### config.mk
export PLATFORM = sky130hd
export DESIGN_NAME = scp_front_flat
export DESIGN_NICKNAME = d
export VERILOG_FILES = /design/src/hw/rtl/assert_macros.svh /design/src/hw/rtl/scp_pkg.sv /design/src/hw/rtl/scp_req_if.sv /design/src/hw/rtl/scp_front.sv /design/src/flat_wrapper.sv
export SDC_FILE = /design/constraint.sdc
export NUM_CORES = 1
export LEC_CHECK = 0
export ABC_AREA = 1
export ABC_CLOCK_PERIOD_IN_PS = 3900
export BUFFER_PORTS_ARGS = -buffer_cell sky130_fd_sc_hd__buf_2
export CAP_MARGIN = 20
export CORE_ASPECT_RATIO = 1.75
export CORE_MARGIN = 4
export CORE_UTILIZATION = 35
export DETAILED_ROUTE_END_ITERATION = 12
export SYNTH_ARGS = -nofsm -noshare
export SYNTH_HDL_FRONTEND = slang
export SYNTH_SLANG_ARGS = --single-unit
### constraint.sdc
create_clock -name clk -period 3.9 [get_ports clk]
set_clock_uncertainty 0.2 [all_clocks]
set_input_delay 0.39 -clock clk [delete_from_list [all_inputs] [get_ports clk]]
set_output_delay 0.39 -clock clk [all_outputs]
set_load 0.05 [all_outputs]
### src/hw/rtl/assert_macros.svh
// Assertion macros used by the allocator RTL.
// Depends on nothing; included by the files that carry assertions.
`ifndef ASSERT_MACROS_SVH
`define ASSERT_MACROS_SVH

// Checked at every rising edge while reset is released.
`define SCP_ASSERT(lbl, clk, rst_n, prop) \
	lbl: assert property (@(posedge clk) disable iff (!rst_n) prop) \
		else $error("allocator assertion failed");

// Checked at every rising edge, reset included.
`define SCP_ASSERT_ALWAYS(lbl, clk, prop) \
	lbl: assert property (@(posedge clk) prop) \
		else $error("allocator assertion failed");

`endif

### src/hw/rtl/scp_pkg.sv
// Constants, types and status codes of the size class pool allocator.
// Depends on nothing; used by the interfaces, the front and back ends, the top and the testbench.
package scp_pkg;

	localparam int CHUNK_BLOCKS = 1024;
	localparam int CLASS_COUNT  = 16;
	localparam int BLOCK_BYTES  = 32;
	localparam int CHUNK_COUNT  = 16;

	localparam int ARENA_BLOCKS = CHUNK_COUNT * CHUNK_BLOCKS;
	localparam int MAX_BYTES    = CLASS_COUNT * BLOCK_BYTES;

	localparam int BYTES_W     = 16;
	localparam int ADDR_W      = 14;
	localparam int LINK_W      = ADDR_W + 1;
	localparam int CLASS_W     = $clog2(CLASS_COUNT);
	localparam int BLKS_W      = CLASS_W + 1;
	localparam int REM_W       = $clog2(CHUNK_BLOCKS + 1);
	localparam int CHUNKS_W    = $clog2(CHUNK_COUNT + 1);
	localparam int CHUNK_SHIFT = $clog2(CHUNK_BLOCKS);
	localparam int BLOCK_SHIFT = $clog2(BLOCK_BYTES);
	localparam int STATUS_W    = 2;

	typedef enum logic [STATUS_W-1:0] {
		ST_OK        = 2'd0,
		ST_TOO_LARGE = 2'd1,
		ST_OOM       = 2'd2
	} status_t;

	typedef enum logic {
		OP_ALLOC = 1'b0,
		OP_FREE  = 1'b1
	} op_t;

	typedef struct packed {
		op_t                op;
		logic               too_large;
		logic [CLASS_W-1:0] cls;
		logic [ADDR_W-1:0]  freed;
	} req_t;

	typedef struct packed {
		logic valid;
		req_t item;
	} q_head_t;

endpackage

### src/hw/rtl/scp_req_if.sv
// Request channel of the allocator: valid, ready and the request word.
// Depends on scp_pkg for the field widths.
interface scp_req_if;
	logic                          valid;
	logic                          ready;
	logic                          operation;
	logic [scp_pkg::BYTES_W-1:0]   request_bytes;
	logic [scp_pkg::ADDR_W-1:0]    freed_block;

	modport source (output valid, operation, request_bytes, freed_block, input ready);
	modport sink (input valid, operation, request_bytes, freed_block, output ready);
endinterface

### src/hw/rtl/scp_front.sv
// Front end: accepts request words, sorts them into size classes and holds them
// in a two entry queue for the back end. Depends on scp_pkg and scp_req_if.
module scp_front (
	input  logic              clk,
	input  logic              arst_n,
	scp_req_if.sink           req,
	output scp_pkg::q_head_t  head,
	input  logic              pop
);
	import scp_pkg::*;

	logic [1:0] count_q;
	logic       wr_ptr_q;
	logic       rd_ptr_q;
	req_t       entry_q [2];
	req_t       classed;
	logic       push;
	logic [BYTES_W:0] blks_raw;

	always_comb begin
		blks_raw = ({1'b0, req.request_bytes} + (BYTES_W+1)'(BLOCK_BYTES - 1)) >> BLOCK_SHIFT;
		classed.op = op_t'(req.operation);
		classed.too_large = {1'b0, req.request_bytes} > (BYTES_W+1)'(MAX_BYTES);
		classed.cls = (blks_raw == '0) ? '0 : CLASS_W'(blks_raw - 1'b1);
		classed.freed = req.freed_block;
	end

	assign req.ready = (count_q != 2'd2);
	assign push = req.valid && req.ready;
	assign head.valid = (count_q != 2'd0);
	assign head.item = entry_q[rd_ptr_q];

	always_ff @(posedge clk or negedge arst_n) begin
		if (!arst_n) begin
			count_q <= 2'd0;
			wr_ptr_q <= 1'b0;
			rd_ptr_q <= 1'b0;
		end else begin
			if (push) begin
				wr_ptr_q <= ~wr_ptr_q;
			end
			if (pop) begin
				rd_ptr_q <= ~rd_ptr_q;
			end
			if (push && !pop) begin
				count_q <= count_q + 2'd1;
			end else if (pop && !push) begin
				count_q <= count_q - 2'd1;
			end
		end
	end

	always_ff @(posedge clk) begin
		if (push) begin
			entry_q[wr_ptr_q] <= classed;
		end
	end
endmodule

### src/flat_wrapper.sv
// flat-port wrapper written by rule: the top's interface ports become plain ports
module scp_front_flat import scp_pkg::*;
  (clk, arst_n, head, pop, req_valid, req_operation, req_request_bytes, req_freed_block, req_ready);
  scp_req_if req_i ();
  input  logic clk;
  input  logic arst_n;
  output scp_pkg::q_head_t head;
  input  logic pop;
  input wire logic [$bits(req_i.valid)-1:0] req_valid;
  input wire logic [$bits(req_i.operation)-1:0] req_operation;
  input wire logic [$bits(req_i.request_bytes)-1:0] req_request_bytes;
  input wire logic [$bits(req_i.freed_block)-1:0] req_freed_block;
  output wire logic [$bits(req_i.ready)-1:0] req_ready;
  assign req_i.valid = req_valid;
  assign req_i.operation = req_operation;
  assign req_i.request_bytes = req_request_bytes;
  assign req_i.freed_block = req_freed_block;
  assign req_ready = req_i.ready;
  scp_front u_core (.clk(clk), .arst_n(arst_n), .req(req_i), .head(head), .pop(pop));
endmodule
==> flow_metrics.env, run 1 <==
export IMPL_status="complete, no violations"
export IMPL_drcViolationCount=0
export IMPL_crit_chain="mux2_2 > buf_2"
export IMPL_post_route_period_util_pct=63.0
export IMPL_p_sw_share_pct=41.8
export IMPL_cts_path_max_buffers=2
export IMPL_cp_slowest_cell="dfrtp_1"
export IMPL_ys_ff_latch=44
export IMPL_placed_area_mm2=0.00244
export IMPL_cp_required_ns=3.31
export IMPL_vias=1449
export IMPL_antenna_cells=0
export IMPL_max_slew_margin_pct=31.0
export IMPL_std_cell_rows=36
export IMPL_grt_pass1_wl_um=6270
export IMPL_hold_worst_slack_ns=0.0864
export IMPL_seq_area_frac_synth_pct=62.7
export IMPL_hold_path_class="primary input to flip-flop"
export IMPL_cts_resized=0
export IMPL_drtIter0Drc=58
export IMPL_syn_inst=176
export IMPL_cts_tree="yes"
export IMPL_ant_nets=0
export IMPL_final_cell_mix="buf_2 (56), edfxtp_1 (40), nand2_1 (35)"
export IMPL_placed_cells=305
export IMPL_gp_congestion=0.849
export IMPL_antenna_found_initial=0
export IMPL_nNetsFinal=275
export IMPL_synth_top_area_cell="edfxtp_1"
export IMPL_yosys_cell_types_count=25
export IMPL_max_freq_mhz=407
export IMPL_finalCriticalPeriod_ns=2.46
export IMPL_clock_latency_ns=0.28
export IMPL_cp_max_fo=21
export IMPL_die_area_mm2=0.00728
export IMPL_cp_start_kind="flip-flop"
export IMPL_maxCapViolCount=0
export IMPL_clock_root_buffer="clkbuf_8"
export IMPL_drt_wl_total_um=3860
export IMPL_start_util_pct=36.6
export IMPL_p_clk_share_pct=18.4
export IMPL_worst_pin_slew_ns=1.03
export IMPL_yosysWarnings=0
export IMPL_seq_area_mm2=0.00130
export IMPL_path_class="flip-flop to output port"
export IMPL_ir_worst_vdd_uv=192
export IMPL_yosys_area_top_type_share_pct=57.8
export IMPL_first_global_vias=1429
export IMPL_rsz0062_at_grt="no"
export IMPL_dp_hpwl_um=2900
export IMPL_area_growth_pct=23.9
export IMPL_dr_pass1_iters=4
export IMPL_comb_power_share_pct=42.4
export IMPL_p_seq_share_pct=39.2
export IMPL_drt_vias_per_instance=4.60
export IMPL_layout_commonest_cell="buf_2"
export IMPL_rr_worst_depth=4
export IMPL_slowest_delay_ns=0.94
export IMPL_fin_tns_setup_ns=0
export IMPL_cts_sinks=44
export IMPL_timing_final_hold_violations=0
export IMPL_internal_power_mw=1.06
export IMPL_overflow=0
export IMPL_grt_use_total_pct=11.2
export IMPL_wl_per_cell_um=12.2
export IMPL_powerDensity_mw_per_mm2=710
export IMPL_syn_area_mm2=0.00208
export IMPL_instances_no_fill=315
export IMPL_slew_violations=0
export IMPL_drive_gt1_share_pct=40.6
export IMPL_grt_start_max_net_pins=22
export IMPL_htree_levels=2
export IMPL_path_clk_slew_ns=0.08
export IMPL_die_x_um=66.2
export IMPL_syn_nets=213
export IMPL_p_leak_nw=1.08
export IMPL_setup_viol=0
export IMPL_worstSetupEndpointType="output port"
export IMPL_multi_input_area_um2=688
export IMPL_design_area_mm2=0.00257
export IMPL_avgSynthCellArea_um2=11.8
export IMPL_cts_buffers=5
export IMPL_arrival_ns=1.87
export IMPL_core_mm2=0.00568
export IMPL_port_buffer_count=56
export IMPL_cts_setup_buffers=0
export IMPL_synth_area_top_cells="edfxtp_1 (58%), mux2_2 (11%), nand2_1 (6.3%)"
export IMPL_fp_dieH_um=110
export IMPL_fillCellCount=573
export IMPL_p_switching_mw=0.764
export IMPL_power_mw=1.83
export IMPL_hold_buffers=1
export IMPL_pin_count=57
export IMPL_min_delay_path_depth=1
## Yosys cell counts
library cell / count
ha_1: 2
buf_2: 2
edfxtp_1: 40
xnor2_1: 1
xor2_1: 3
inv_1: 19
nor3_1: 1
mux2_2: 20
nand2_4: 1
a31oi_1: 1
o21ai_0: 4
nor2_2: 2
a21oi_1: 1
dfrtp_1: 4
nand2_1: 35
nand3_2: 2
nor4_1: 1
nand4_1: 5
nand3_1: 5
nand2_2: 4
a21boi_0: 1
buf_6: 1
nor2_1: 19
nor2_4: 1
or2_4: 1
## logic make-up (layout without fill, tap and decap cells)
logic type / after synthesis / in the layout / synth area share, %
adder cells (fa/ha/maj): 2 / 2 / 1.20
multiplexers: 20 / 20 / 10.8
buffers and inverters: 22 / 85 / 4.46
AO/OA/AOI/OAI: 7 / 7 / 1.87
XOR/XNOR: 4 / 4 / 1.69
AND/OR/NAND/NOR: 77 / 77 / 17.3
flip-flops: 44 / 44 / 62.7
## power groups by stage
stage,Clock (mW),Combinational [mW],Sequential (mW)
global placement,0,0.772,0.729
global route,0.368,0.822,0.732
finish,0.336,0.774,0.717
floorplan,0,0.646,0.683
detailed placement,0,0.773,0.734
CTS,0.350,0.776,0.723
## final timing paths
check                                   start                     to  slack (ns)
max                           u_core.rd_ptr_q               head[16]        1.44
min                        req_freed_block[7]   u_core.entry_q[1][7]        0.09
max reg2reg                 u_core.count_q[0]  u_core.entry_q[0][12]        1.90
min reg2reg                 u_core.count_q[0]      u_core.count_q[0]        0.27
max in group asynchronous              arst_n      u_core.count_q[0]        3.14
min in group asynchronous              arst_n      u_core.count_q[1]        0.24
## routing by layer
| metal | up-vias | GRT usage (%) | share of wire [%] |
|---|---|---|---|
| met5 | - | 0 | 0 |
| met4 | 0 | 5.23 | 2.0 |
| met3 | 6 | 2.45 | 6.8 |
| met2 | 47 | 21.8 | 55 |
| met1 | 672 | 10.8 | 36 |
| li1 | 724 | - | - |
## registers in the layout, summed over array words and instances (netlist names)
register and count:
u_core.entry_q 40, u_core.count_q 2, u_core.rd_ptr_q 1, u_core.wr_ptr_q 1
## metrics by stage
stage / setup WS (ns) / utilization, %
CTS: 1.38 / 45.1
global route: 1.22 / 45.3
detailed placement: 1.26 / 42.9
finish: 1.44 / 45.3
global placement: 1.35 / 42.9
floorplan: 1.46 / -
## layout make-up
cell class	count	area share, %
Clock buffer	5	2.68
Inverter	19	2.77
Multi-Input combinational cell	110	26.8
Timing Repair Buffer	58	11.9
Sequential cell	44	50.6
Clock inverter	3	1.65
Tap cell	76	3.70
## critical path: cells and delay by family (launching register included)
family / cells / cell delay [ns]
multiplexers: 1 / 0.42
buffers and inverters: 1 / 0.21
flip-flops: 1 / 0.94
Note: power is estimated with default switching activity, not from simulation.
==> inputs of run 2 (changes only) <==
- ABC_CLOCK_PERIOD_IN_PS: 3900 -> 2200
- clock period: 3.9 -> 2.2 ns (I/O delays scaled with it)
==> flow_metrics.env, run 2 (synthesis gave the netlist of run 1 again) <==
export IMPL_drt_vias_per_instance=4.41
export IMPL_drtIter0Drc=45
export IMPL_core_mm2=0.00568
export IMPL_cts_setup_buffers=0
export IMPL_cts_path_max_buffers=2
export IMPL_seq_area_mm2=0.00130
export IMPL_powerDensity_mw_per_mm2=1180
export IMPL_timing_final_hold_violations=0
export IMPL_cp_max_fo=13
export IMPL_max_freq_mhz=541
export IMPL_hold_path_class="primary input to async pin"
export IMPL_antenna_cells=0
export IMPL_ant_nets=0
export IMPL_ir_worst_vdd_uv=324
export IMPL_grt_start_max_net_pins=20
export IMPL_power_mw=3.27
export IMPL_cp_start_kind="flip-flop"
export IMPL_worstSetupEndpointType="output port"
export IMPL_fin_tns_setup_ns=0
export IMPL_grt_use_total_pct=11.6
export IMPL_dr_pass1_iters=4
export IMPL_area_growth_pct=33.2
export IMPL_pin_count=57
export IMPL_layout_commonest_cell="buf_2"
export IMPL_final_cell_mix="buf_2 (56), edfxtp_1 (40), nand2_1 (35)"
export IMPL_drcViolationCount=0
export IMPL_finalCriticalPeriod_ns=1.85
export IMPL_path_clk_slew_ns=0.07
export IMPL_die_x_um=66.2
export IMPL_largest_registers="u_core.entry_q: 40 flops, u_core.count_q: 2 flops"
export IMPL_grt_pass1_wl_um=6470
export IMPL_max_slew_margin_pct=83.3
export IMPL_cts_sinks=44
export IMPL_post_route_period_util_pct=84.0
export IMPL_status="complete, no violations"
export IMPL_die_area_mm2=0.00728
export IMPL_wl_per_cell_um=11.4
export IMPL_maxCapViolCount=0
export IMPL_drive_gt1_share_pct=39.5
export IMPL_first_global_vias=1489
export IMPL_multi_input_area_um2=688
export IMPL_gp_congestion=0.849
export IMPL_nNetsFinal=297
export IMPL_p_leak_nw=1.18
export IMPL_largest_register="u_core.entry_q"
export IMPL_antenna_found_initial=0
export IMPL_setup_viol=0
export IMPL_clock_latency_ns=0.28
export IMPL_drt_wl_total_um=3840
export IMPL_std_cell_rows=36
export IMPL_cp_required_ns=1.78
export IMPL_fillCellCount=541
export IMPL_cts_buffers=5
export IMPL_dp_hpwl_um=2990
export IMPL_port_buffer_count=56
export IMPL_clock_root_buffer="clkbuf_8"
export IMPL_rsz0062_at_grt="no"
export IMPL_path_class="flip-flop to output port"
export IMPL_largest_reg_flops=40
export IMPL_worst_pin_slew_ns=0.247
export IMPL_overflow=0
export IMPL_vias=1487
export IMPL_slew_violations=0
export IMPL_cts_resized=0
export IMPL_fp_dieH_um=110
export IMPL_htree_levels=2
export IMPL_start_util_pct=36.6
export IMPL_cts_tree="yes"
export IMPL_arrival_ns=1.43
run 2: changes by cell type in the layout (fill, tap and decap cells not counted):
| cell | before | now |
|---|---|---|
| dlygate4sd3_1 | 1 | 17 |
| buf_4 | 0 | 7 |
| buf_8 | 1 | 0 |
| clkbuf_1 | 0 | 1 |
| clkinv_1 | 1 | 0 |
| clkinv_2 | 0 | 1 |
| clkinv_4 | 1 | 0 |
run 2: layer usage:
metal,routed length (um),track usage [%],vias up
met2,2140,22.1,45
met3,251,2.25,7
li1,-,-,766
met4,87,5.23,0
met5,0,0,-
met1,1370,11.6,669
run 2: through the flow:
step                      hold WS [ns]  cells  setup slack (ns)  util, %  area, um2
after CTS                       0.0524    337             0.329     48.7       2770
after global routing            0.0602    337             0.141     48.7       2770
after floorplan                 -0.276    176            0.0608        -       2080
final                           0.0633    337             0.353     48.7       2770
after global placement          -0.163    312            0.0754     43.8       2490
after detailed placement        -0.167    312            0.0391     43.8       2490
run 2: layout make-up:
cell class	instances	area share, %
Clock buffer	6	2.62
Inverter	19	2.58
Sequential cell	44	47.0
Multi-Input combinational cell	110	24.9
Timing Repair Buffer	80	18.2
Tap cell	76	3.44
Clock inverter	2	1.27
run 2: what timing repair did:
item / CTS / global route
endpoints found under the setup margin: 0 / 0
endpoints found under the hold margin: 35 / 0
hold buffers: 17 / 0
run 2: worst paths after layout:
path                                        from                    end  slack, ns  cells after the start
min in group clk           req_request_bytes[15]  u_core.entry_q[0][18]       0.10                      3
setup / recovery                 u_core.rd_ptr_q               head[12]       0.35                      3
max in group asynchronous                 arst_n        u_core.wr_ptr_q       1.62                      2
hold reg to reg                u_core.count_q[0]      u_core.count_q[0]       0.28                      1
setup reg to reg               u_core.count_q[0]      u_core.count_q[1]       0.43                      8
hold / removal                            arst_n        u_core.rd_ptr_q       0.06                      2
run 2: where the power goes:
group	switching [mW]	leakage (nW)	internal (mW)
clock	0.237	0.0552	0.336
sequential	0.0508	0.415	1.15
combinational	1.05	0.707	0.449
total	1.34	1.18	1.93
run 2: critical path, cell delays in order, from the launching register on:
cell and delay (ns):
dfrtp_1 0.35, buf_4 0.22, mux2_2 0.36, buf_2 0.21
